**src/hw/rtl/sphere_sphere_contact_macros.svh**
```systemverilog
// Assertion macros shared by the sphere contact RTL.
`ifndef SPHERE_SPHERE_CONTACT_MACROS_SVH
`define SPHERE_SPHERE_CONTACT_MACROS_SVH

// Antecedent implies consequent in the same cycle, checked out of reset.
`define SSC_ASSERT_IMPL(label, clk, rst, ante, cons, msg) \
  label: assert property (@(posedge clk) disable iff (rst) (ante) |-> (cons)) \
    else $error(msg);

// The condition must never hold, checked out of reset.
`define SSC_ASSERT_NEVER(label, clk, rst, cond, msg) \
  label: assert property (@(posedge clk) disable iff (rst) !(cond)) \
    else $error(msg);

`endif

```
**src/hw/rtl/ssc_sqrt.sv**
```systemverilog
// Pipelined integer square root, one root bit resolved per stage.
module ssc_sqrt #(
  parameter int D = 25,
  parameter int SIDE_W = 8
) (
  input  logic              clk,
  input  logic              rst,
  input  logic              in_valid,
  output logic              in_ready,
  input  logic [2*D-1:0]    radicand,
  input  logic [SIDE_W-1:0] in_side,
  output logic              out_valid,
  input  logic              out_ready,
  output logic [D-1:0]      root,
  output logic [SIDE_W-1:0] out_side
);

  logic              v    [D];
  logic              en   [D+1];
  logic [2*D-1:0]    rem  [D];
  logic [D-1:0]      rt   [D];
  logic [SIDE_W-1:0] side [D];

  assign en[D] = out_ready;

  for (genvar k = 0; k < D; k++) begin : g_stage
    localparam int BIT = D - 1 - k;
    logic              pv;
    logic [2*D-1:0]    prem;
    logic [D-1:0]      prt;
    logic [SIDE_W-1:0] pside;
    logic [2*D-1:0]    trial;

    if (k == 0) begin : g_first
      assign pv = in_valid;
      assign prem = radicand;
      assign prt = '0;
      assign pside = in_side;
    end else begin : g_next
      assign pv = v[k-1];
      assign prem = rem[k-1];
      assign prt = rt[k-1];
      assign pside = side[k-1];
    end

    // (root + 2^b)^2 - root^2 = root * 2^(b+1) + 2^(2b)
    assign trial = ((2*D)'(prt) << (BIT + 1)) + ((2*D)'(1) << (2 * BIT));
    assign en[k] = ~v[k] | en[k+1];

    always_ff @(posedge clk) begin
      if (rst) begin
        v[k] <= 1'b0;
      end else if (en[k]) begin
        v[k] <= pv;
      end
    end

    always_ff @(posedge clk) begin
      if (en[k]) begin
        side[k] <= pside;
        if (prem >= trial) begin
          rem[k] <= prem - trial;
          rt[k] <= prt | (D'(1) << BIT);
        end else begin
          rem[k] <= prem;
          rt[k] <= prt;
        end
      end
    end
  end

  assign in_ready = en[0];
  assign out_valid = v[D-1];
  assign root = rt[D-1];
  assign out_side = side[D-1];

endmodule

```
**config.mk**
```make
export PLATFORM = sky130hd
export DESIGN_NAME = ssc_sqrt
export DESIGN_NICKNAME = d
export VERILOG_FILES = /design/src/hw/rtl/sphere_sphere_contact_macros.svh /design/src/hw/rtl/ssc_sqrt.sv
export SDC_FILE = /design/constraint.sdc
export NUM_CORES = 2
export LEC_CHECK = 0
export BUFFER_PORTS_ARGS = -buffer_cell sky130_fd_sc_hd__buf_2
export CAP_MARGIN = 10
export CORE_MARGIN = 2
export CORE_UTILIZATION = 39
export DETAILED_ROUTE_END_ITERATION = 8
export PLACE_DENSITY = 0.64
export SLEW_MARGIN = 20
export SYNTH_ARGS = -nofsm -noshare
export SYNTH_HDL_FRONTEND = slang
export SYNTH_SLANG_ARGS = --single-unit
```
**constraint.sdc**
```tcl
create_clock -name clk -period 12.7 [get_ports clk]
set_clock_uncertainty 0.05 [all_clocks]
set_input_delay 0.635 -clock clk [delete_from_list [all_inputs] [get_ports clk]]
set_output_delay 0.635 -clock clk [all_outputs]
set_load 0.03 [all_outputs]
```
======== Word level (Yosys, flattened, before mapping) ========
Memories as Yosys holds them, arrays and structs flattened.
Index checks and enable logic that the tools add are counted.
cells by class
  reductions and logical operators ........ 0
  $mul .................................... 0
  shift operators ......................... 0
  bitwise gates (word level) .............. 125
  div/mod/pow operators ................... 0
  add/sub/neg operators ................... 49
  order comparisons ....................... 25
  equal/unequal tests ..................... 0
  multiplexer cells ....................... 327
operators by type and width
  cell                                                               number
  50-bit two-way mux                                                 25
  25-bit two-way mux                                                 25
  1-bit two-way mux                                                  277
  1-bit bitwise OR                                                   100
  49-bit by 47-bit adder with 50-bit output (second input constant)  1
  50-bit by 27-bit >= comparator with 1-bit output                   1
  50-bit by 28-bit >= comparator with 1-bit output                   1
  50-bit by 29-bit >= comparator with 1-bit output                   1
  50-bit by 30-bit >= comparator with 1-bit output                   1
  50-bit by 31-bit >= comparator with 1-bit output                   1
  50-bit by 32-bit >= comparator with 1-bit output                   1
  50-bit by 33-bit >= comparator with 1-bit output                   1
  50-bit by 34-bit >= comparator with 1-bit output                   1
  50-bit by 35-bit >= comparator with 1-bit output                   1
  50-bit by 36-bit >= comparator with 1-bit output                   1
  50-bit by 37-bit >= comparator with 1-bit output                   1
  50-bit by 38-bit >= comparator with 1-bit output                   1
  50-bit by 39-bit >= comparator with 1-bit output                   1
  50-bit by 40-bit >= comparator with 1-bit output                   1
  50-bit by 41-bit >= comparator with 1-bit output                   1
  50-bit by 42-bit >= comparator with 1-bit output                   1
  50-bit by 43-bit >= comparator with 1-bit output                   1
  50-bit by 44-bit >= comparator with 1-bit output                   1
  50-bit by 45-bit >= comparator with 1-bit output                   1
  55 further kinds                                                   79
storage, ports and cells
  output and inout port bits .............. 35
  bits in registers ....................... 0
  word-level logic and storage cells ...... 530
  memories kept ........................... 4
  bits of input ports ..................... 62
  bits in writable memories ............... 2,100
  latch bits .............................. 0
  bits in read-only memories .............. 0
memory list
  name  depth  width  rd ports  clocked after Yosys merged registers in  write ports  RTL line        text
  rem   25     50     24        0                                        25           ssc_sqrt.sv:20  logic [2*D-1:0] rem [D];
  rt    25     25     25        0                                        25           ssc_sqrt.sv:21  logic [D-1:0] rt [D];
  side  25     8      25        0                                        25           ssc_sqrt.sv:22  logic [SIDE_W-1:0] side [D];
  v     25     1      25        0                                        25           ssc_sqrt.sv:18  logic v [D];

======== Logic depth before layout (Yosys ltp) ========
An unclocked memory read counts as a cell.
  depth in word-level cells ............... 31
  gate-level depth with buffers ........... 14
  gate-level depth less buffers ........... 12

======== Worst setup path after synthesis ========
OpenSTA, ideal clock, no wires.
  path kind ............................... input -> register
  start point ............................. input out_ready
  end point ............................... memory rem[0][344] (netlist name), data pin
  stages .................................. 13
  path buffers ............................ 2
  path slack .............................. 5.263 ns
  data required time ...................... 12.391 ns
  data arrival time ....................... 7.128 ns
  path through ............................ and4b_1 clkbuf_1 inv_1 nor4_1 and2_1 inv_1 nor2_1 nand2_1 and3_1 clkbuf_1 inv_1 and3b_1 xor2_1
RTL lines
  element             RTL line        text
  start: declaration  ssc_sqrt.sv:13  input logic out_ready,
  end: declaration    ssc_sqrt.sv:20

==> impl_metrics.ini <==
[status]
status = completed

[worst_setup_path]
critPathSlowestCell = nor4_1
crit_path_start_kind = flip-flop
rr_startpoint = v[1][7]
cp_slowest_stage_delay_ns = 0.83
critical_path_class = flip-flop to output pin
crit_fanout = 62
r2r_slack_ns = 7.98
cp.arrival_ns = 4.50
cp_cell_sequence = and4b_1 > clkinv_2 > nor4_1 > and4_1 > and3_1 > nand2_2 > buf_4 > buf_2
r2r_cells = 10
crit_path_end_kind = output pin
worst-path-stages = 8
crit_buf_inv = 3
critical-path-top-delay-family = simple AND/OR/NAND/NOR gates
crit_end = in_ready
setup.worst_path.start = v[1][7]
r2r-end = rem[0][249]
critPathRequiredTime_ns = 12.02

[clocking]
cts_made_buffers = 172
h-tree-depth = 4
cts_tree = built
cts.sinks = 1750
root_buffer = clkbuf_16
clk_pin_slew_ns = 0.06
clkLatencyLatePin_ns = 0.82
ctsHoldBuffers = 56
postCtsSetupBuffers = 0
postCtsResizedCells = 0
cts.path.max_buffers = 3

[yosys]
synth_top_area_share_pct = 66.3
synth_nets = 6342
synth_edf_count = 1750
syn_inst = 5933
synth.most_common_cell = edfxtp_1
yosysWarnings = 0
avgSynthCellArea_sq_um = 13.4
ys_async_sr_fraction_pct = 0
synth_cell_types = 80
yosys-top-cells-area = edfxtp_1, ha_1, xor2_1, xnor2_1, inv_1
synthTopCellsByCount = edfxtp_1, inv_1, nand2_1
synth-seq-cells = 1750
synth_ff_type = edfxtp_1
yosys.area.top_type = edfxtp_1
synth_area_sq_um = 79200
synth.yosys.seq_area_share_pct = 66.3

[detailed_routing]
drc = 0
antenna_left = 0
detail_route.vias_per_cell = 5.16
wl_per_cell_um = 17.2
routed_wl_um = 155000
routed-via-count = 46500
dr.first_iter.drc_count = 3497
first_pass_iters = 6

[sta]
slew_viol_final = 0
min_period_ns = 5.18
final_hold_viol_count = 0
fin_crit_sh_pct = 40.8
relSlewSlack_pct = 23.2
finalSetupViolations = 0
max_freq_ghz = 0.193
worstMarginPinSlew_ns = 1.14
grt_setup_unrepaired = no
fin_tns_setup_ns = 0

[floorplanning]
fp.coreArea_sq_um = 202000
row_count = 165
initial_core_util_pct = 39.2
die_area_sq_um = 207000
fp.dieW_um = 455
pin_count = 97
die_h_um = 455

[global_routing]
grt_overflow_total = 0
antenna_found_initial = 1
grt_max_degree = 81
grt_first_pass_wirelength_um = 246000
grt_pass1_vias = 46261
track_usage_pct = 15.0

[placed_design]
port_buffers = 96
dp_hpwl_um = 116000
dp.cells = 8651
placed_area_sq_um = 83100
gp_congestion = 0.891

[final_layout]
layout-drive-gt1-share_pct = 8.02
final_cell_area_sq_um = 89400
layoutNonFillerInstCount = 9018
nets = 6618
utilization_pct = 44.2
antenna_cells = 0
fillers = 17791
syn2layout_area_growth_pct = 12.8

[pwr]
ir_drop_v = 0.000157
powerDensity_nw_per_um2 = 192
power.total_w = 0.0172
leakage_nw = 35.1

[hold_path]
min_path_type = input pin to flip-flop

[flow_run]
drv_cap = 0
[cell type report]
class	instances	area, sq um	share of cell area [%]
Sequential cell	1750	52600	58.8
Tap cell	2672	3340	3.74
Clock inverter	115	1340	1.50
Inverter	455	1710	1.91
Clock buffer	196	4390	4.91
Multi-Input combinational cell	3634	24700	27.6
Timing Repair Buffer	196	1380	1.54
[worst min path at each step]
stage	startpoint	to	slack [ns]	cells after the start
after floorplan	side[0][92]	side[0][100]	0.35	0
after global placement	side[0][96]	side[0][104]	0.35	0
after detailed placement	side[0][97]	side[0][105]	0.35	0
after CTS	in_valid	v[0][0]	0.04	2
after global routing	in_valid	v[0][0]	0.05	2
final	in_valid	v[0][0]	0.11	2
[worst reg2reg max path, delay by kind of cell (launching register included)]
kind	cells	cell delay, ns
AOI/OAI and AO/OA	2	1.04
DFF	1	0.39
xor gates and xnor gates	1	0.15
and+or+nand+nor	6	2.40
buffers and inverters	1	0.45
[stage by stage]
| step | setup WS, ns | hold slack, ns |
|---|---|---|
| detailed placement | 7.59 | 0.355 |
| global route | 7.16 | 0.0519 |
| global placement | 7.50 | 0.351 |
| finish | 7.52 | 0.109 |
| floorplan | 5.26 | 0.350 |
| CTS | 7.50 | 0.0432 |
[kinds of logic (layout without fill, tap and decap cells)]
family	count (synthesis)	count (layout)	share of synthesized area [%]
DFF	1750	1750	66.3
and+or+nand+nor	1707	1707	11.2
AOI/OAI and AO/OA	1002	1002	7.82
buffers and inverters	549	962	2.64
xor gates and xnor gates	523	523	5.78
adders and majority gates	347	347	5.48
muxes	55	55	0.766
[cell usage in the layout (no fill, tap or decap), drive strengths merged, types with 140 or more instances in the layout]
cell type	count
buf	140
o21ai	265
nor4	194
nor2	354
nand2	401
clkbuf	196
a21oi	310
inv	461
edfxtp	1750
xor2	265
ha	347
nor3	147
xnor2	258
[state kept, by name, summed over array words and instances (netlist names)]
name / count
rem: 1200
rt: 325
side: 200
v: 25
[metal layers]
metal / track usage (%) / routed length [um]
met1: 17.5 / 62500
met2: 27.1 / 79900
met3: 2.43 / 6920
met4: 6.11 / 6050
met5: 0 / 13
[power by group]
group / total, W / internal [W] / leakage (nW) / switching, W
sequential: 0.00870 / 0.00781 / 17.8 / 0.000884
combinational: 0.00339 / 0.00153 / 14.5 / 0.00187
clock: 0.00511 / 0.00291 / 2.77 / 0.00220
total: 0.0172 / 0.0122 / 35.1 / 0.00495
(Power assumes the default switching activity.)
