### config.mk
export PLATFORM = sky130hd
export DESIGN_NAME = ssc_front
export DESIGN_NICKNAME = d
export VERILOG_FILES = /design/src/hw/rtl/sphere_sphere_contact_macros.svh /design/src/hw/rtl/ssc_front.sv
export SDC_FILE = /design/constraint.sdc
export NUM_CORES = 2
export LEC_CHECK = 0
export BUFFER_PORTS_ARGS = -buffer_cell sky130_fd_sc_hd__buf_2
export CAP_MARGIN = 20
export CELL_PAD_IN_SITES_DETAIL_PLACEMENT = 0
export CELL_PAD_IN_SITES_GLOBAL_PLACEMENT = 2
export CORE_UTILIZATION = 43
export CTS_CLUSTER_DIAMETER = 80
export DETAILED_ROUTE_END_ITERATION = 6
export GPL_TIMING_DRIVEN = 0
export PLACE_DENSITY_LB_ADDON = 0.1
export SYNTH_ARGS = -nofsm -noshare
export SYNTH_HDL_FRONTEND = slang
export SYNTH_SLANG_ARGS = --single-unit
### constraint.sdc
create_clock -name clk -period 10.45 [get_ports clk]
set_input_delay 1.045 -clock clk [delete_from_list [all_inputs] [get_ports clk]]
set_output_delay 1.045 -clock clk [all_outputs]
set_load 0.01 [all_outputs]
### src/hw/rtl/sphere_sphere_contact_macros.svh
// Assertion macros shared by the sphere contact RTL.
`ifndef SPHERE_SPHERE_CONTACT_MACROS_SVH
`define SPHERE_SPHERE_CONTACT_MACROS_SVH

// Antecedent implies consequent in the same cycle, checked out of reset.
`define SSC_ASSERT_IMPL(label, clk, rst, ante, cons, msg) \
  label: assert property (@(posedge clk) disable iff (rst) (ante) |-> (cons)) \
    else $error(msg);

// The condition must never hold, checked out of reset.
`define SSC_ASSERT_NEVER(label, clk, rst, cond, msg) \
  label: assert property (@(posedge clk) disable iff (rst) !(cond)) \
    else $error(msg);

`endif

### src/hw/rtl/ssc_front.sv
// Front end: center differences, magnitudes, squares and their sum.
module ssc_front #(
  parameter int C = 24
) (
  input  logic                   clk,
  input  logic                   rst,
  input  logic                   in_valid,
  output logic                   in_ready,
  input  logic [2:0][C-1:0]      a_pos,
  input  logic [2:0][C-1:0]      b_pos,
  input  logic [C-2:0]           a_radius,
  input  logic [C-2:0]           b_radius,
  output logic                   out_valid,
  input  logic                   out_ready,
  output logic [2:0]             out_neg,
  output logic [2:0][C:0]        out_mag,
  output logic [C-1:0]           out_rsum,
  output logic [2*(C+1)-1:0]     out_sumsq
);

  localparam int D = C + 1;

  logic v1, v2, v3, en1, en2, en3;
  logic [2:0] neg1, neg2, neg3;
  logic [2:0][D-1:0] mag1, mag2, mag3;
  logic [C-1:0] rsum1, rsum2, rsum3;
  logic [2:0][2*D-2:0] sq2;
  logic [2*D-1:0] sum3;
  logic [2:0][D-1:0] diff;
  logic [2:0][D-1:0] mag_c;
  logic [2:0][2*D-1:0] prod;

  assign en3 = ~v3 | out_ready;
  assign en2 = ~v2 | en3;
  assign en1 = ~v1 | en2;
  assign in_ready = en1;

  always_comb begin
    for (int i = 0; i < 3; i++) begin
      diff[i] = {b_pos[i][C-1], b_pos[i]} - {a_pos[i][C-1], a_pos[i]};
      mag_c[i] = diff[i][D-1] ? (~diff[i] + D'(1)) : diff[i];
      prod[i] = mag1[i] * mag1[i];
    end
  end

  always_ff @(posedge clk) begin
    if (rst) begin
      v1 <= 1'b0;
      v2 <= 1'b0;
      v3 <= 1'b0;
    end else begin
      if (en1) v1 <= in_valid;
      if (en2) v2 <= v1;
      if (en3) v3 <= v2;
    end
  end

  always_ff @(posedge clk) begin
    if (en1) begin
      for (int i = 0; i < 3; i++) begin
        neg1[i] <= diff[i][D-1];
        mag1[i] <= mag_c[i];
      end
      rsum1 <= C'(a_radius) + C'(b_radius);
    end
    if (en2) begin
      neg2 <= neg1;
      mag2 <= mag1;
      rsum2 <= rsum1;
      for (int i = 0; i < 3; i++) begin
        sq2[i] <= prod[i][2*D-2:0];
      end
    end
    if (en3) begin
      neg3 <= neg2;
      mag3 <= mag2;
      rsum3 <= rsum2;
      sum3 <= (2*D)'(sq2[0]) + (2*D)'(sq2[1]) + (2*D)'(sq2[2]);
    end
  end

  assign out_valid = v3;
  assign out_neg = neg3;
  assign out_mag = mag3;
  assign out_rsum = rsum3;
  assign out_sumsq = sum3;

endmodule

Word-level counts from Yosys, hierarchy flattened
Index checks and enable logic that the tools add are counted.
{"block": "classes", "addsub": 9, "muxes": 3, "n_bitwise": 9, "multipliers": 3}
{"operator": "$mul 25x25->49", "count": 3}
{"operator": "$add 25x1->25 const B", "count": 3}
{"operator": "$not 25->25", "count": 3}
{"operator": "$sub 24x24->25", "count": 3}
{"operator": "$mux 24", "count": 3}
{"operator": "$add 49x49->50", "count": 1}
{"operator": "$add 50x49->50", "count": 1}
{"operator": "$add 23x23->24", "count": 1}
{"operator": "$not 1->1", "count": 3}
{"operator": "$or 1x1->1", "count": 3}
{"block": "word_totals", "inputBits": 194, "output_inout_bits": 154, "elab_cells": 49, "register_bits": 506}

Longest topological paths before layout
{"block": "depth", "ltp_word": 4, "ltp_mapped": 29, "mapped_depth_nobuf": 27}

Least setup slack after synthesis
Ideal clock, no wire load.
{"block": "synth_path", "kind": "register to register", "startpoint": "reg mag1[52] in the netlist's numbering", "endpoint": "reg sq2[143] in the netlist's numbering (data pin)", "arrival_time_ps": 7029, "stages_incl_launch_ff": 28, "n_path_buf": 2, "t_required_ps": 10187, "setup_slack_ps": 3158, "path_cell_list": "edfxtp_1 > clkbuf_1 > buf_1 > nand2_1 > fa_1 > inv_1 > fa_1 > inv_1 > fa_1 > inv_1 > fa_1 > inv_1 > fa_1 > inv_1 > fa_1 > inv_1 > fa_1 > inv_1 > ha_1 > a21o_1 > a2111oi_0 > o41ai_1 > nand2_1 > nand3b_1 > a311oi_1 > o31ai_1 > a311oi_1 > xnor2_1"}
{"item": "start: declaration", "line": "ssc_front.sv:25", "source": "logic [2:0][D-1:0] mag1, mag2, mag3;"}
{"item": "start signal: indexed assignment", "line": "ssc_front.sv:62", "source": "mag1[i] <= mag_c[i];"}
{"item": "end signal: indexed assignment", "line": "ssc_front.sv:71", "source": "sq2[i] <= prod[i][2*D-2:0];"}
{"item": "end: declaration", "line": "ssc_front.sv:27", "source": "logic [2:0][2*D-2:0] sq2;"}

==> flow_results.xml <==
<?xml version="1.0" encoding="UTF-8"?>
<metrics>
  <group name="timing">
    <metric name="drv_slew" unit="">0</metric>
    <metric name="slew_at_the_pin_with_the_worst_max_slew_slack" unit="ns">1.13</metric>
    <metric name="timing.final.setup_violations" unit="">0</metric>
    <metric name="timing.final.crit_period" unit="ns">9.65</metric>
    <metric name="max_freq" unit="MHz">104</metric>
    <metric name="totalNegativeSetupSlack" unit="ns">0</metric>
    <metric name="finalCritPeriodShare" unit="%">92.4</metric>
    <metric name="skew" unit="ns">0.0508</metric>
    <metric name="max-slew-margin-rel" unit="%">25.0</metric>
    <metric name="setup_repair_after_global_routing_missed_its_margin" unit="">false</metric>
    <metric name="finalHoldViolations" unit="">0</metric>
  </group>
  <group name="global_routing">
    <metric name="global_route_wire_length_before_repair" unit="um">348000</metric>
    <metric name="grt_pass1_vias" unit="">58400</metric>
    <metric name="grt_antenna_before_repair" unit="">10</metric>
    <metric name="gr-usage-all-layers" unit="%">25.1</metric>
    <metric name="grt_overflow" unit="">0</metric>
    <metric name="grt_start_max_net_pins" unit="">119</metric>
  </group>
  <group name="min_path">
    <metric name="hold_class" unit="">register to register</metric>
  </group>
  <group name="drt">
    <metric name="postRouteWirelength" unit="um">226000</metric>
    <metric name="routed_via_count_divided_by_cell_count" unit="">5.05</metric>
    <metric name="initialDrtViolationCount" unit="">3064</metric>
    <metric name="postRouteAntennaNets" unit="">0</metric>
    <metric name="vias" unit="">54200</metric>
    <metric name="detail_route.wl_per_cell" unit="um">21.0</metric>
    <metric name="drt_pass1_iterations" unit="">5</metric>
    <metric name="remaining_drc_errors" unit="">0</metric>
  </group>
  <group name="worst_setup_path">
    <metric name="crit_path_end_kind" unit="">register</metric>
    <metric name="path_class" unit="">register to register</metric>
    <metric name="crit_path_frequent_cell" unit="">sky130_fd_sc_hd__fa_1</metric>
    <metric name="path_max_fanout" unit="">10</metric>
    <metric name="max_stage_delay" unit="ns">0.63</metric>
    <metric name="cp.arrival" unit="ns">10.09</metric>
    <metric name="worstPathRequired" unit="ns">10.89</metric>
    <metric name="timing.critical_path.slowest_stage_cell" unit="">sky130_fd_sc_hd__edfxtp_1</metric>
    <metric name="setup_crit_start_kind" unit="">register</metric>
    <metric name="critical_path_buf_inv_count" unit="">7</metric>
    <metric name="critical-path-top-delay-family" unit="">adder cells</metric>
  </group>
  <group name="final_layout">
    <metric name="finalNetCount" unit="">10600</metric>
    <metric name="area_growth" unit="%">9.14</metric>
    <metric name="final_design_area_no_fill" unit="um2">85600</metric>
    <metric name="final_layout_size_suffix_gt1_share" unit="%">6.14</metric>
    <metric name="final.fill_count" unit="">17400</metric>
  </group>
  <group name="die">
    <metric name="floorplan.io_pins" unit="">348</metric>
    <metric name="design.core.area" unit="um2">181000</metric>
    <metric name="die-width" unit="um">429</metric>
    <metric name="die_area" unit="um2">184000</metric>
    <metric name="floorplan.die.height" unit="um">429</metric>
    <metric name="initial_core_utilization" unit="%">43.4</metric>
    <metric name="placementRows" unit="">156</metric>
  </group>
  <group name="synthesis">
    <metric name="synth_largest_area_cell" unit="">sky130_fd_sc_hd__fa_1</metric>
    <metric name="synth_seq_cells" unit="">500</metric>
    <metric name="synth_edf_count" unit="">497</metric>
    <metric name="adder_and_majority_cell_fraction_of_the_synthesized_area" unit="%">48.2</metric>
    <metric name="synth_cell_types" unit="">88</metric>
    <metric name="async_flop_share" unit="%">0</metric>
    <metric name="syn_inst" unit="">7873</metric>
    <metric name="multiplexer_fraction_of_the_synthesized_cell_area" unit="%">0.123</metric>
    <metric name="ys.flop_type" unit="">sky130_fd_sc_hd__edfxtp_1</metric>
    <metric name="yosysSeqAreaShare" unit="%">19.1</metric>
    <metric name="count_of_yosys_warnings_during_synthesis" unit="">0</metric>
    <metric name="post_synth_and_or_nand_nor_area_fraction" unit="%">9.80</metric>
    <metric name="synthesis.area" unit="um2">78500</metric>
    <metric name="synth.area.top_cells" unit="">sky130_fd_sc_hd__fa_1 37%, sky130_fd_sc_hd__edfxtp_1 19%, sky130_fd_sc_hd__ha_1 11%, sky130_fd_sc_hd__inv_1 10%, sky130_fd_sc_hd__and2_1 3.1%</metric>
    <metric name="compound_cell_area_share_of_the_yosys_netlist" unit="%">7.57</metric>
    <metric name="synth.top_cell.area_share" unit="%">37.1</metric>
    <metric name="synth_xor_xnor_area_share" unit="%">3.85</metric>
    <metric name="combinational_family_with_the_most_area_after_synthesis" unit="">adder cells</metric>
    <metric name="synth.avg_cell_area" unit="um2">9.97</metric>
  </group>
  <group name="status">
    <metric name="outcome" unit="">finished clean</metric>
  </group>
  <group name="clock_network">
    <metric name="cts.sinks" unit="">500</metric>
    <metric name="clock_pin_slew_of_the_registers_on_the_worst_case_setup_and_hold_paths" unit="ns">0.06</metric>
    <metric name="clk_root_buffer_cell" unit="">sky130_fd_sc_hd__clkbuf_16</metric>
    <metric name="postCtsSetupRepairBufs" unit="">0</metric>
    <metric name="h-tree-depth" unit="">3</metric>
    <metric name="cts_made_buffers" unit="">69</metric>
    <metric name="cts_tree" unit="">yes</metric>
    <metric name="cts-root-to-sink-buffers" unit="">3</metric>
    <metric name="total_of_cells_resized_after_clock_tree_synthesis" unit="">0</metric>
    <metric name="cts_hold_buf" unit="">0</metric>
    <metric name="clkLatencyLatePin" unit="ns">0.71</metric>
  </group>
  <group name="placed_design">
    <metric name="number_of_i_o_port_buffers" unit="">347</metric>
    <metric name="postPlaceCellArea" unit="um2">83300</metric>
    <metric name="place.gp.congestion" unit="">0.899</metric>
    <metric name="post-dp-hpwl" unit="um">188000</metric>
  </group>
  <group name="job">
    <metric name="timing.max_cap.violations" unit="">0</metric>
  </group>
</metrics>
[cell usage after synthesis (7+ instances only)]
master,instances
sky130_fd_sc_hd__nand4_1,27
sky130_fd_sc_hd__and3_1,40
sky130_fd_sc_hd__a31oi_1,48
sky130_fd_sc_hd__buf_1,8
sky130_fd_sc_hd__nor3_1,49
sky130_fd_sc_hd__or3_1,13
sky130_fd_sc_hd__o21bai_1,46
sky130_fd_sc_hd__xnor2_1,247
sky130_fd_sc_hd__a31o_2,9
sky130_fd_sc_hd__nand2_1,593
sky130_fd_sc_hd__inv_1,2142
sky130_fd_sc_hd__a211o_1,10
sky130_fd_sc_hd__fa_1,1453
sky130_fd_sc_hd__o21ai_0,166
sky130_fd_sc_hd__xor2_1,98
sky130_fd_sc_hd__ha_1,701
sky130_fd_sc_hd__a211oi_1,37
sky130_fd_sc_hd__o21a_1,38
sky130_fd_sc_hd__o22ai_1,8
sky130_fd_sc_hd__nand3_1,70
sky130_fd_sc_hd__nor2_1,269
sky130_fd_sc_hd__nor2b_1,49
sky130_fd_sc_hd__nor4_1,13
sky130_fd_sc_hd__o211ai_1,13
sky130_fd_sc_hd__o41ai_1,7
sky130_fd_sc_hd__edfxtp_1,497
sky130_fd_sc_hd__and2_1,385
sky130_fd_sc_hd__a21o_1,131
sky130_fd_sc_hd__o31ai_1,27
sky130_fd_sc_hd__or2_2,16
sky130_fd_sc_hd__a2111oi_0,11
sky130_fd_sc_hd__nand2b_1,24
sky130_fd_sc_hd__o2111ai_1,10
sky130_fd_sc_hd__a21oi_1,282
sky130_fd_sc_hd__clkbuf_1,203
[cell type report]
cell class / instances / area (um2) / area share (%)
antenna: 3 / 7.51 / 0.00877
buffer: 215 / 827 / 0.966
clock buffer: 79 / 1760 / 2.06
clock inverter: 44 / 526 / 0.614
inverter: 2143 / 8060 / 9.41
multi-input combinational: 5017 / 54600 / 63.8
sequential: 500 / 15000 / 17.5
tap: 2370 / 2970 / 3.46
timing repair buffer: 353 / 1880 / 2.19
[flip-flops by register name (all words and copies together), names as in the netlist, 24 cells and up]
name / flops
rsum2: 24
out_rsum: 24
mag2: 75
rsum1: 24
out_mag: 75
out_sumsq: 50
mag1: 75
sq2: 141
[kinds of logic after synthesis]
kind of cell | count (synthesis)
mux | 9
compound gates | 922
xor+xnor | 345
flops | 500
simple gates | 1584
buf+inv | 2358
fa+ha+maj | 2154
other cells | 1
[cell usage in the layout (no fill, tap or decap), drive strengths merged, types with 13 or more instances in the layout]
master	netlist	final
buf	11	364
nor4	13	13
nor3	49	49
o21a	38	38
clkinv	0	23
inv	2143	2156
or3	16	16
and2	385	385
a21o	131	131
and3	40	40
edfxtp	497	497
fa	1453	1453
a211oi	38	38
nand4	27	27
nand3	70	70
o211ai	13	13
ha	701	701
nor2b	49	49
nand2	593	593
a21oi	282	282
o21bai	46	46
nor2	269	269
clkbuf	204	283
o31ai	27	27
xor2	98	98
nand2b	24	24
or2	17	17
a31oi	48	48
o21ai	167	167
xnor2	247	247
[per-stage QoR]
stage                     utilization [%]  hold WS, ns  instances  setup slack, ns
after detailed placement             46.1        0.405      10600            0.812
after CTS                            47.3        0.404      10700            0.774
after floorplan                         -        0.400       7875             3.16
after global routing                 47.3        0.410      10700            0.347
final                                47.3        0.412      10700            0.799
after global placement               46.0        0.400      10600            0.771
[final timing paths]
check / startpoint / to / slack (ns) / cells past startpoint
max: mag1[3] / sq2[48] / 0.80 / 25
min: rsum2[18] / out_rsum[18] / 0.41 / 0
max reg2reg: mag1[3] / sq2[48] / 0.80 / 25
min reg2reg: rsum2[18] / out_rsum[18] / 0.41 / 0
[metal layers]
metal	GRT usage (%)	vias up	wire length, um
li1	-	25100	-
met1	34.3	27600	100000
met2	42.2	1214	109000
met3	2.84	253	10000
met4	6.95	0	6320
met5	0	-	0
Power is not shown: default switching activity piles up to over one toggle a cycle in this logic, so the estimate is an artifact.
